**config.mk**
```make
export PLATFORM = sky130hd
export DESIGN_NAME = midi_note_event_parser_flat
export DESIGN_NICKNAME = d
export VERILOG_FILES = /design/src/mnep_pkg.sv /design/src/mnep_ifs.sv /design/src/mnep_parse.sv /design/src/midi_note_event_parser.sv /design/src/flat_wrapper.sv
export VERILOG_INCLUDE_DIRS = /design/src /design/src/src
export SDC_FILE = /design/constraint.sdc
export NUM_CORES = 1
export LEC_CHECK = 0
export ABC_CLOCK_PERIOD_IN_PS = 4530
export BUFFER_PORTS_ARGS = -buffer_cell sky130_fd_sc_hd__clkbuf_2
export CAP_MARGIN = 20
export CORE_MARGIN = 4
export CORE_UTILIZATION = 40
export DETAILED_ROUTE_END_ITERATION = 12
export PLACE_DENSITY_LB_ADDON = 0.05
export RECOVER_POWER = 100
export SLEW_MARGIN = 40
export SYNTH_ARGS = -nofsm -noshare
export SYNTH_HDL_FRONTEND = slang
export SYNTH_SLANG_ARGS = --single-unit
export TNS_END_PERCENT = 5
```
**constraint.sdc**
```tcl
create_clock -name clock -period 4.53 [get_ports clock]
set_input_delay 0.906 -clock clock [delete_from_list [all_inputs] [get_ports clock]]
set_output_delay 0.906 -clock clock [all_outputs]
set_load 0.01 [all_outputs]
```
**src/midi_note_event_parser_defines.svh**
```systemverilog
// Assertion macros shared by the MIDI note event parser RTL.
// Depends on nothing; expects signals named clock and reset where used.
`ifndef MIDI_NOTE_EVENT_PARSER_DEFINES_SVH
`define MIDI_NOTE_EVENT_PARSER_DEFINES_SVH

// Check that cons holds in the same cycle as ante.
`define MNEP_ASSERT_SAME(label, ante, cons) \
   label: assert property (@(posedge clock) disable iff (reset) (ante) |-> (cons)) \
      else $error("mnep: same-cycle check failed");

// Check that cons holds in the cycle after ante.
`define MNEP_ASSERT_NEXT(label, ante, cons) \
   label: assert property (@(posedge clock) disable iff (reset) (ante) |=> (cons)) \
      else $error("mnep: next-cycle check failed");

`endif

```
**src/mnep_pkg.sv**
```systemverilog
// Shared types and constants of the MIDI note event parser.
// No dependencies; used by the channel interfaces, the parser core and the top level.
package mnep_pkg;

   // MIDI byte codes
   localparam logic [7:0] RT_FIRST    = 8'hF8;
   localparam logic [7:0] SYS_EX_ON   = 8'hF0;
   localparam logic [7:0] SYS_EX_OFF  = 8'hF7;
   localparam logic [7:0] DATA_MAX    = 8'h7F;
   localparam logic [3:0] NOTE_OFF_NIB    = 4'h8;
   localparam logic [3:0] NOTE_ON_NIB     = 4'h9;
   localparam logic [3:0] MSG_PROG_CHANGE = 4'hC;
   localparam logic [3:0] MSG_CHAN_PRESS  = 4'hD;

   localparam int BYTE_W  = 8;
   localparam int CHAN_W  = 4;
   localparam int DATA_W  = 7;
   localparam int LEN_W   = 2;

   // Configuration register indexes
   typedef enum logic {
      CSR_FIRST_CHANNEL  = 1'b0,
      CSR_SECOND_CHANNEL = 1'b1
   } csr_index_type;

   typedef logic [BYTE_W-1:0] byte_type;
   typedef logic [CHAN_W-1:0] chan_type;
   typedef logic [DATA_W-1:0] data_type;

   // One note event as delivered on the result channel
   typedef struct packed {
      logic     event_kind;
      chan_type event_channel;
      logic     assigner_index;
      data_type note_key;
      data_type note_velocity;
   } event_type;

endpackage

```
**src/mnep_ifs.sv**
```systemverilog
// Valid/ready channel interfaces of the MIDI note event parser.
// Depends on mnep_pkg for field types.

// Byte channel: one received MIDI byte per transaction
interface mnep_req_if;
   logic               valid;
   logic               ready;
   mnep_pkg::byte_type rx_byte;

   modport source (output valid, output rx_byte, input ready);
   modport sink (input valid, input rx_byte, output ready);
endinterface

// Event channel: one note event per transaction
interface mnep_rsp_if;
   logic               valid;
   logic               ready;
   logic               event_kind;
   mnep_pkg::chan_type event_channel;
   logic               assigner_index;
   mnep_pkg::data_type note_key;
   mnep_pkg::data_type note_velocity;

   modport source (output valid, output event_kind, output event_channel,
                   output assigner_index, output note_key, output note_velocity,
                   input ready);
   modport sink (input valid, input event_kind, input event_channel,
                 input assigner_index, input note_key, input note_velocity,
                 output ready);
endinterface

```
**src/mnep_parse.sv**
```systemverilog
// Running status tracker and note decoder of the MIDI note event parser.
// Depends on mnep_pkg; consumes one byte per cycle in which step is high.
module mnep_parse (
   input  logic                clock,
   input  logic                reset,
   input  logic                step,
   input  mnep_pkg::byte_type  rx_byte,
   input  mnep_pkg::chan_type  first_channel,
   input  mnep_pkg::chan_type  second_channel,
   output logic                emit,
   output mnep_pkg::event_type evt
);
   import mnep_pkg::*;

   byte_type           status_ff, status_in;
   data_type           first_ff, first_in;
   logic               count_ff, count_in;
   logic [LEN_W-1:0]   exp_len_ff, exp_len_in;

   logic [3:0]         msg;
   chan_type           chan;
   logic               hit;
   data_type           key;

   assign msg  = status_ff[7:4];
   assign chan = status_ff[3:0];
   assign hit  = (chan == first_channel) || (chan == second_channel);
   assign key  = (count_ff == 1'b0) ? rx_byte[DATA_W-1:0] : first_ff;

   // Decode one byte against the running status
   always_comb begin
      status_in  = status_ff;
      first_in   = first_ff;
      count_in   = count_ff;
      exp_len_in = exp_len_ff;
      emit       = 1'b0;
      if (rx_byte >= RT_FIRST) begin
         // real-time byte: ignore
      end else if (status_ff == SYS_EX_ON) begin
         if (rx_byte == SYS_EX_OFF) begin
            status_in = SYS_EX_OFF;
         end
      end else if (rx_byte >= SYS_EX_ON) begin
         status_in = rx_byte;
      end else if (rx_byte > DATA_MAX) begin
         status_in  = rx_byte;
         count_in   = 1'b0;
         exp_len_in = ((rx_byte[7:4] == MSG_PROG_CHANGE) || (rx_byte[7:4] == MSG_CHAN_PRESS))
                      ? LEN_W'(1) : LEN_W'(2);
      end else if (exp_len_ff != '0) begin
         if (count_ff == 1'b0) begin
            first_in = rx_byte[DATA_W-1:0];
         end
         if (({1'b0, count_ff} + LEN_W'(1)) < exp_len_ff) begin
            count_in = 1'b1;
         end else begin
            count_in = 1'b0;
            emit = (status_ff < SYS_EX_ON) && hit
                   && ((msg == NOTE_OFF_NIB) || (msg == NOTE_ON_NIB));
         end
      end
   end

   // Build the event fields
   always_comb begin
      evt.event_kind     = (msg == NOTE_ON_NIB);
      evt.event_channel  = chan;
      evt.assigner_index = (chan != first_channel);
      evt.note_key       = key;
      evt.note_velocity  = (msg == NOTE_ON_NIB) ? rx_byte[DATA_W-1:0] : '0;
   end

   // Advance parser state on each consumed byte
   always_ff @(posedge clock) begin
      if (reset) begin
         status_ff  <= '0;
         first_ff   <= '0;
         count_ff   <= 1'b0;
         exp_len_ff <= '0;
      end else if (step) begin
         status_ff  <= status_in;
         first_ff   <= first_in;
         count_ff   <= count_in;
         exp_len_ff <= exp_len_in;
      end
   end

endmodule

```
**src/midi_note_event_parser.sv**
```systemverilog
// MIDI note event parser: byte channel in, note event channel out.
// Depends on mnep_pkg, mnep_ifs, mnep_parse and midi_note_event_parser_defines.svh.
//
// Usage: feed received MIDI bytes on req_if, one byte per transaction. The
// block tracks running status, skips system exclusive and real-time bytes,
// and emits one rsp_if transaction for each completed note on or note off
// on first_channel or second_channel. Other bytes produce no transaction.
// Channels are set through the csr_ write port, by the user only while the
// block is idle; the block itself does not enforce this. An event passes
// through the input register, then the event register, before it is
// presented on rsp_if. Throughput: one byte per cycle, sustained while
// rsp_if takes events; the parser core decodes each byte combinationally
// between the input register and the event register.
// When rsp_if.ready is low with an event pending, the event register holds
// and bytes stop at the input register; req_if.ready drops only once that
// register is also full. Synchronous reset clears both valid flags, the
// running status and the channel registers (both to channel 0).
module midi_note_event_parser (
   input  logic                   clock,
   input  logic                   reset,
   mnep_req_if.sink               req_if,
   mnep_rsp_if.source             rsp_if,
   input  logic                   csr_wr_en,
   input  mnep_pkg::csr_index_type csr_index,
   input  mnep_pkg::chan_type     csr_wr_data
);
   import mnep_pkg::*;
`include "midi_note_event_parser_defines.svh"

   logic      in_valid_ff;
   byte_type  in_byte_ff;
   logic      out_valid_ff, out_valid_in;
   event_type out_evt_ff;
   chan_type  first_ch_ff, second_ch_ff;

   logic      advance;
   logic      emit;
   event_type evt;

   // Move the held byte into the parser when the event register can take a result
   assign advance      = in_valid_ff && (!out_valid_ff || rsp_if.ready);
   assign req_if.ready = !in_valid_ff || advance;

   // Capture channel registers
   always_ff @(posedge clock) begin
      if (reset) begin
         first_ch_ff  <= '0;
         second_ch_ff <= '0;
      end else if (csr_wr_en) begin
         unique case (csr_index)
            CSR_FIRST_CHANNEL:  first_ch_ff  <= csr_wr_data;
            CSR_SECOND_CHANNEL: second_ch_ff <= csr_wr_data;
            default: ;
         endcase
      end
   end

   // Hold one incoming byte
   always_ff @(posedge clock) begin
      if (reset) begin
         in_valid_ff <= 1'b0;
      end else if (req_if.ready) begin
         in_valid_ff <= req_if.valid;
      end
   end

   always_ff @(posedge clock) begin
      if (req_if.valid && req_if.ready) begin
         in_byte_ff <= req_if.rx_byte;
      end
   end

   mnep_parse u_parse (
      .clock          (clock),
      .reset          (reset),
      .step           (advance),
      .rx_byte        (in_byte_ff),
      .first_channel  (first_ch_ff),
      .second_channel (second_ch_ff),
      .emit           (emit),
      .evt            (evt)
   );

   // Load or drain the event register
   always_comb begin
      out_valid_in = out_valid_ff && !rsp_if.ready;
      if (advance && emit) begin
         out_valid_in = 1'b1;
      end
   end

   always_ff @(posedge clock) begin
      if (reset) begin
         out_valid_ff <= 1'b0;
      end else begin
         out_valid_ff <= out_valid_in;
      end
   end

   always_ff @(posedge clock) begin
      if (advance && emit) begin
         out_evt_ff <= evt;
      end
   end

   assign rsp_if.valid          = out_valid_ff;
   assign rsp_if.event_kind     = out_evt_ff.event_kind;
   assign rsp_if.event_channel  = out_evt_ff.event_channel;
   assign rsp_if.assigner_index = out_evt_ff.assigner_index;
   assign rsp_if.note_key       = out_evt_ff.note_key;
   assign rsp_if.note_velocity  = out_evt_ff.note_velocity;

   // Checks
   `MNEP_ASSERT_NEXT(a_emit_loads, advance && emit, out_valid_ff)
   `MNEP_ASSERT_SAME(a_off_no_vel, out_valid_ff && !out_evt_ff.event_kind, out_evt_ff.note_velocity == '0)
   `MNEP_ASSERT_SAME(a_empty_ready, !in_valid_ff, req_if.ready)

endmodule
```
**src/flat_wrapper.sv**
```systemverilog
// flat-port wrapper written by rule: the top's interface ports become plain ports
module midi_note_event_parser_flat import mnep_pkg::*;
  (clock, reset, csr_wr_en, csr_index, csr_wr_data, req_if_valid, req_if_rx_byte, req_if_ready, rsp_if_valid, rsp_if_event_kind, rsp_if_event_channel, rsp_if_assigner_index, rsp_if_note_key, rsp_if_note_velocity, rsp_if_ready);
  mnep_req_if req_if_i ();
  mnep_rsp_if rsp_if_i ();
  input  logic clock;
  input  logic reset;
  input  logic csr_wr_en;
  input  mnep_pkg::csr_index_type csr_index;
  input  mnep_pkg::chan_type csr_wr_data;
  input wire logic [$bits(req_if_i.valid)-1:0] req_if_valid;
  input wire logic [$bits(req_if_i.rx_byte)-1:0] req_if_rx_byte;
  output wire logic [$bits(req_if_i.ready)-1:0] req_if_ready;
  output wire logic [$bits(rsp_if_i.valid)-1:0] rsp_if_valid;
  output wire logic [$bits(rsp_if_i.event_kind)-1:0] rsp_if_event_kind;
  output wire logic [$bits(rsp_if_i.event_channel)-1:0] rsp_if_event_channel;
  output wire logic [$bits(rsp_if_i.assigner_index)-1:0] rsp_if_assigner_index;
  output wire logic [$bits(rsp_if_i.note_key)-1:0] rsp_if_note_key;
  output wire logic [$bits(rsp_if_i.note_velocity)-1:0] rsp_if_note_velocity;
  input wire logic [$bits(rsp_if_i.ready)-1:0] rsp_if_ready;
  assign req_if_i.valid = req_if_valid;
  assign req_if_i.rx_byte = req_if_rx_byte;
  assign req_if_ready = req_if_i.ready;
  assign rsp_if_valid = rsp_if_i.valid;
  assign rsp_if_event_kind = rsp_if_i.event_kind;
  assign rsp_if_event_channel = rsp_if_i.event_channel;
  assign rsp_if_assigner_index = rsp_if_i.assigner_index;
  assign rsp_if_note_key = rsp_if_i.note_key;
  assign rsp_if_note_velocity = rsp_if_i.note_velocity;
  assign rsp_if_i.ready = rsp_if_ready;
  midi_note_event_parser u_core (.clock(clock), .reset(reset), .req_if(req_if_i), .rsp_if(rsp_if_i), .csr_wr_en(csr_wr_en), .csr_index(csr_index), .csr_wr_data(csr_wr_data));
endmodule
```
---- Yosys cells after proc, flatten, opt, wreduce, memory -nomap -nowiden ----
Index checks and enable logic that the tools add are counted.
W data, S select, Z words.
storage, ports and cells
  register bits after elaboration ......... 56
  input bits .............................. 18
  output and inout port bits .............. 22
  logic and storage cells ................. 74
operators by class
  add/subtract/negate cells ............... 1
  $lt $le $gt $ge ......................... 5
  equality and inequality tests ........... 10
  mux-type cells .......................... 16
  bitwise gates (word level) .............. 5
  reduce and logical (&&, ||, !) cells .... 23
operators with widths
  cell                   number
  $mux W8                4
  $eq A4 B4 Y1 const B   4
  $eq A8 B8 Y1 const B   2
  $ge A8 B8 Y1 const B   2
  $mux W1                10
  $reduce_and A5 Y1      2
  $eq A4 B4 Y1           2
  $gt A8 B7 Y1 const B   1
  $lt A8 B8 Y1 const B   1
  $mux W7                1
  $logic_and A1 B1 Y1    6
  $reduce_and A6 Y1      1
  $logic_or A1 B1 Y1     5
  $not A1 Y1             5
  $ne A4 B4 Y1           1
  $reduce_and A2 Y1      2
  $reduce_and A4 Y1      1
  $reduce_bool A2 Y1     2
  $logic_not A1 Y1       3
  $reduce_bool A3 Y1     1
  $add A1 B1 Y2 const B  1
  $lt A2 B2 Y1           1
  $mux W2                1
  $ne A2 B1 Y1 const B   1

---- Depth between registers and ports, before layout ----
Gate-level depths: netlist (run 1).
  depth after elaboration ................. 12
  gate-level depth with buffers ........... 6
  depth with buffers taken out ............ 5

---- By module ----
From an unflattened synthesis (run 1), not the netlist that was laid out.
unflattened totals
  cells, all modules ...................... 200
  area total of the unflattened synthesis .. 2,383.5 sq um
modules (own cells, without submodules)
  module                  instances  cells an instance  area an instance (sq um)  sequential area each (sq um)
  midi_note_event_parser  1          71                 1,278.7                   1,041.0
  mnep_parse              1          129                1,104.8                   360.3

---- Worst setup path before layout (run 1) ----
No wires, ideal clock.
  path kind ............................... input-to-reg
  from .................................... in rsp_if_ready
  to ...................................... reg u_core.out_evt_ff (netlist bit u_core.rsp_if.assigner_index) (enable)
  setup time .............................. 0.455 ns
  arrival time ............................ 3.749 ns
  required time ........................... 4.075 ns
  slack ................................... 0.326 ns
  stages .................................. 5
  path buffers ............................ 1
  path through ............................ nand2b_1 > o211a_1 > clkbuf_1 > nand2_1 > nor4b_1
on the way
  word-level cells in the longest chain between the ends .. 3
RTL lines
  element                 RTL line                       RTL
  start: declaration      flat_wrapper.sv:20             input wire logic [$bits(rsp_if_i.ready)-1:0] rsp_if_ready;
  $logic_or A1 B1 Y1      midi_note_event_parser.sv:41   assign advance = in_valid_ff && (!out_valid_ff || rsp_if.ready);
  $logic_and A1 B1 Y1     midi_note_event_parser.sv:41
  $logic_and A1 B1 Y1     midi_note_event_parser.sv:101  if (advance && emit) begin
  end signal: assignment  midi_note_event_parser.sv:102  out_evt_ff <= evt;
  end: declaration        midi_note_event_parser.sv:33   event_type out_evt_ff;
No other way between the ends.
A chain may end at the register's enable or synchronous reset.

---- Worst setup path in the final report (run 1) ----
  from .................................... in rsp_if_ready
  to ...................................... reg u_core.out_evt_ff (netlist bit u_core.rsp_if.note_velocity[4]) (enable)
The elaborated chain is that of the path after synthesis.

==> results.md, run 1 <==
- Status: finished, final reports clean
- Final setup vio count: 0
- Crit-path slowest cell: clkbuf_1
- Worst-Margin Slew: 1.32 ns
- CTS H-tree depth: 2
- Vias/cell: 5.34
- Crit path arrival time: 2.81 ns
- Final net count: 258
- Post-Syn Nets: 220
- Clock Pin Slew Worst Setup and Hold Paths: 0.09 ns
- Main combinational cell family by area after synthesis: simple AND/OR/NAND/NOR gates
- Post-synthesis cell area: 2310 um^2
- Initial antenna violation count: 0
- Fmax: 0.349 GHz
- Buf+Inv Stages, Crit Path: 2
- First DRT Iteration DRCs: 153
- TNS Setup: 0 ns
- Leading area contributor after synthesis: edfxtp_1
- Tot Pwr: 953 uW
- Global-route wire length before repair: 8070 um
- WL/cell: 15.5 um
- CP Class: in -> reg
- XOR/XNOR share of the synthesized area: 0.0303
- Met3 Track Usage GR: 0.0444
- PortBufs: 39
- Resize count post-CTS: 0
- Vias: 1666
- Top cells by area, synth: edfxtp_1, dfxtp_1, a21oi_1, nor3_1, nand4bb_4
- Yosys reg bits: 56
- Starting Density: 0.417
- Crit path required time: 4.47 ns
- Vias in the first global route: 1633
- Synth async-reset ratio: 0
- GR Layer Usage met2: 0.220
- Worst-path maximum fanout: 20
- Adder-Cell Fraction of Synth Area: 0.00541
- Critical path launch point type: input pin
- Die H: 84.0 um
- Drt drc: 0
- CP top delay family: buffers and inverters
- RD Place Congestion: 0.802
- Warnings, synthesis: 0
- Diodes inserted: 0
- RSZ-0062 raised after global routing: no
- Critical Path End Type: flop
- Final HPWL DP: 3530 um
- Die Width: 84.0 um
- Largest net degree at the start of global routing: 31
- Cells along the critical path: clkbuf_1 > nand2b_1 > o211a_1 > nand2_1 > nor4b_1 > clkbuf_1
- Routed Antenna Nets: 0
- Hold Fails Final Rpt: 0
- Filler cell count: 546
- Simple logic cell fraction of the synthesized area: 0.178
- Post-cts hold buffer count: 0
- CP dominant cell by count: clkbuf_1
- All-layer global routing usage: 0.144
- Clock sink count: 56
- Pwr dens: 364 nW/um^2
- MaxCap Viol Count: 0
- Fin crit period: 2.87 ns
- Unique masters post-synth: 40
- HP Class: reg -> reg
- Number of enable flip-flop cells after synthesis: 28
- Syn avg cell area: 11.5 um^2
- Tcrit/Tclk final: 0.633
- Clock Path Buffers: 2
- Drt pass-1 iters: 4
- Post-synth top flop: edfxtp_1
- DIE AREA: 7060 um^2
- Core Box Area: 5540 um^2
- Register area share after synthesis: 0.606
- Clock root cell: clkbuf_8
- Post-synthesis cell count: 201
- Postcts setup bufs: 0
- Layout cells sized above 1: 0.117
- Clk_lat worst skew: 0.31 ns
- CTS tree: built
- Most Used Layer, Global Route: met2
- Pins Over Slew Limit: 0
- Worst VDD drop: 0.000150 V
- Io pins: 40
- Lkg Pwr: 0.000916 uW
- Post-synthesis mux area share: 0.0411
- GR Layer Usage met1: 0.190
- Max transition margin: 0.121
- Crit-path max cell delay: 0.80 ns
- Post-synthesis compound-gate area fraction: 0.101
- Share of the synthesized area in the top cell type: 0.364
- Fin area: 2620 um^2
- Post-synth top cells: dfxtp_1, edfxtp_1, a21oi_1, nor3_1
- Total CTS buffers: 5
- GRT overflow: 0
- Post-Place Cell Area: 2570 um^2
- Detailed Route WL: 4850 um
- Clk_skew: 0.00768 ns
- Std-Cell Rows: 27
- Area grow syn2layout: 13.5%
-- cells in the final DEF, fill, tap and decap left out, drive strengths merged, types with 2 or more instances in the layout --
cell     count
inv         12
nor4         2
nor3        15
o21ai        7
a211oi       4
clkinv       2
nand4bb      3
mux2i        5
a21oi       16
nor2        12
edfxtp      28
nand2b       2
nor2b        3
dfxtp       28
or3b         2
nand3        5
a221oi       3
mux2         4
xor2         4
and3         8
clkbuf      45
xnor2        4
nand2       12
-- final timing paths --
path	startpoint	cells past startpoint	slack, ns	to
worst max-delay path	rsp_if_ready	6	1.66	u_core.rsp_if.note_velocity[4]
worst max register to register	u_core.u_parse.status_ff[1]	5	1.74	u_core.rsp_if.note_velocity[4]
worst min-delay path	u_core.second_ch_ff[0]	2	0.49	u_core.second_ch_ff[0]
worst min register to register	u_core.second_ch_ff[0]	2	0.49	u_core.second_ch_ff[0]
-- logic make-up after synthesis --
family / after synthesis
buffers and inverters: 21
muxes: 9
AOI/OAI and AO/OA: 37
xor gates and xnor gates: 8
DFF: 56
adders and majority gates: 1
and+or+nand+nor: 69
-- stage by stage --
| step | util | cells | hold WS (ns) | setup WS [ns] |
|---|---|---|---|---|
| after floorplan | - | 201 | 0.449 | 0.326 |
| after CTS | 0.484 | 312 | 0.481 | 2.27 |
| after global placement | 0.463 | 304 | 0.468 | 2.00 |
| final | 0.473 | 312 | 0.486 | 1.66 |
| after global routing | 0.473 | 312 | 0.514 | 1.43 |
| after detailed placement | 0.463 | 304 | 0.467 | 1.96 |
-- final cells by class --
cell class              count  area [um^2]  area share
clock inverters             3         42.5      0.0162
clock buffers               5         68.8      0.0262
repair buffers             40          169      0.0644
flip-flops and latches     56         1400       0.534
multi-input cells         124          806       0.307
inverters                  12         45.0      0.0172
well taps                  72         90.1      0.0344
-- power by group --
group	total, uW	switching (uW)	internal [uW]
Combinational	65.3	37.7	27.6
Clock	320	157	164
Sequential	568	19.7	548
-- metal layers --
layer | part of all wire | vias up
li1 | - | 806
met1 | 0.47 | 797
met2 | 0.44 | 53
met3 | 0.060 | 10
met4 | 0.021 | 0
met5 | 0 | -
-- worst min-delay path: cells and delay by family (launching register included) --
kind	cells	cell delay, ns
compound gates	1	0.06
flops	1	0.33
simple gates	1	0.06
-- state kept, by name, indices dropped and copies added (netlist names), 2 cells and up --
signal                       count
u_core.rsp_if.note_velocity      7
u_core.second_ch_ff              4
u_core.in_byte_ff                8
u_core.u_parse.exp_len_ff        2
u_core.rsp_if.event_channel      4
u_core.rsp_if.note_key           7
u_core.u_parse.first_ff          7
u_core.first_ch_ff               4
u_core.u_parse.status_ff         8
Power figures use the tool's default switching activity.
==> run 2, diff against run 1 <==
- ABC_CLOCK_PERIOD_IN_PS: 4530 -> 2500
- clock period: 4.53 -> 2.5 ns (I/O delays scaled with it)
==> run 2 against run 1 <==
Worst hold slack got worse by 0.13 ns. Count of clock-buffer cells in the layout unchanged. Total power rose by 84%. Flip-flop and latch count unchanged. Clock skew is 0.00084 ns lower. Register-to-register slack lost 1.3 ns. Core utilization increased by 1.0 points. Global-route usage barely moved. Worst setup slack lost 1.2 ns. Critical endpoint is now u_core.rsp_if.note_key[1]. Final cell count is 1.9% higher. Clock power is 88% higher. Via count grew 1.4%.
==> results.md, run 2 (synthesized netlist as in run 1, its figures left out) <==
- Status: finished, final reports clean
- CP top delay family: buffers and inverters
- RD Place Congestion: 0.759 (-5.4%)
- Clock Path Buffers: 2 (unchanged)
- Clock Pin Slew Worst Setup and Hold Paths: 0.10 ns (about the same)
- Critical path launch point type: flop
- Layout cells sized above 1: 0.146 (+0.0297)
- Most frequent cells in the layout: dfxtp_1, edfxtp_1, clkbuf_1
- Lkg Pwr: 0.000942 uW (+2.8%)
- Top flop regs: u_core.in_byte_ff (8), u_core.u_parse.status_ff (8)
- Hold depth: 1 (-1)
- WL/cell: 15.5 um (-0.29%)
- HP Class: in -> reg
- Detailed Route WL: 4930 um (+1.6%)
- Clk_skew: 0.00684 ns (-0.000839 ns)
- Largest net degree at the start of global routing: 30 (-3.2%)
- Hold Fails Final Rpt: 0 (unchanged)
- All-layer global routing usage: 0.144 (about the same)
- Fmax: 0.491 GHz
- Diodes inserted: 0 (unchanged)
- DIE AREA: 7060 um^2 (unchanged)
- Fin crit period: 2.04 ns
- Clock root cell: clkbuf_8
- Crit path arrival time: 2.09 ns (-0.72 ns)
- Max transition margin: 0.116 (-0.00488)
- Drt drc: 0 (unchanged)
- CP Class: reg -> reg
- Total CTS buffers: 5 (unchanged)
- Clk_lat worst skew: 0.31 ns (about the same)
- Critical Path End Type: flop
- PortBufs: 39 (unchanged)
- Area grow syn2layout: 16.0%
- Routed Antenna Nets: 0 (unchanged)
- Pins Over Slew Limit: 0 (unchanged)
- Clock sink count: 56 (unchanged)
- Vias in the first global route: 1584 (-3.0%)
- RSZ-0062 raised after global routing: no
- Post-Place Cell Area: 2620 um^2 (+2.1%)
- Buf+Inv Stages, Crit Path: 2 (unchanged)
- Global-route wire length before repair: 8030 um (-0.52%)
- Die H: 84.0 um (unchanged)
- Final net count: 264 (+2.3%)
- Worst-path maximum fanout: 20 (unchanged)
- Resize count post-CTS: 0 (unchanged)
- Crit-path slowest cell: clkbuf_1
- TNS Setup: 0 ns (unchanged)
- GRT overflow: 0 (unchanged)
- Postcts setup bufs: 0 (unchanged)
- Pwr dens: 656 nW/um^2 (+80%)
- CTS H-tree depth: 2 (unchanged)
- Fin area: 2680 um^2 (+2.2%)
- Critical path depth: 5 (-1)
- Worst VDD drop: 0.000347 V (+130%)
- Final setup vio count: 0 (unchanged)
- Initial antenna violation count: 0 (unchanged)
- MaxCap Viol Count: 0 (unchanged)
- Cells along the critical path: clkbuf_1 > ha_1 > a21oi_1 > nor4b_4 > buf_4
- CTS tree: built
- Worst-Margin Slew: 1.33 ns (+0.00732 ns)
- Final HPWL DP: 3660 um (+3.5%)
- Post-cts hold buffer count: 0 (unchanged)
- Vias/cell: 5.31 (-0.53%)
- Io pins: 40 (unchanged)
- Starting Density: 0.417 (unchanged)
- Vias: 1689 (+1.4%)
- Core Box Area: 5540 um^2 (unchanged)
- Die Width: 84.0 um (unchanged)
- First DRT Iteration DRCs: 121 (-21%)
- Crit path required time: 2.56 ns (-1.91 ns)
- R2R Setup Slk: 0.46 ns (-1.28 ns)
- Std-Cell Rows: 27 (unchanged)
- Tcrit/Tclk final: 0.815
- Reg2reg path depth: 5 (unchanged)
- Crit-path max cell delay: 0.45 ns (-0.35 ns)
- Drt pass-1 iters: 4 (unchanged)
-- run 2: path summary, 6_finish.rpt --
kind,start,to
worst min-delay path,req_if_rx_byte[0],u_core.in_byte_ff[0]
worst max-delay path,u_core.u_parse.count_ff,u_core.rsp_if.note_key[1]
worst max register to register,u_core.u_parse.count_ff,u_core.rsp_if.note_key[1]
worst min register to register,u_core.second_ch_ff[0],u_core.second_ch_ff[0]
-- run 2: power breakdown --
part	internal, uW	switching, uW	total (uW)
Combinational	54.8	72.6	127
Sequential	993	34.9	1030
Clock	302	301	603
Total	1350	409	1760
-- run 2: metrics by stage --
step           utilization  setup slack, ns  power [uW]  hold WS, ns  instances
6_report             0.484            0.462        1760        0.355        318
5_1_grt              0.484            0.320        1830        0.330        318
4_1_cts              0.494            0.461        1780        0.344        318
3_5_place_dp         0.473            0.475        1180        0.483        310
3_3_place_gp         0.473            0.540        1180        0.473        310
2_1_floorplan            -            0.106        1130        0.449        201
-- run 2: routing by layer --
layer	up-vias	global-route usage	wire length, um
met5	-	0	0
met2	51	0.215	2240
met3	4	0.0405	316
li1	822	-	-
met1	812	0.202	2330
met4	0	0.0468	34
-- run 2: final cells by class --
class / count / area, um^2
fill: 539 / 2860
clock buffer: 5 / 68.8
sequential: 56 / 1400
inverter: 12 / 45.0
clock inverter: 3 / 46.3
tap: 72 / 90.1
timing repair buffer: 46 / 208
multi-input combinational: 124 / 821
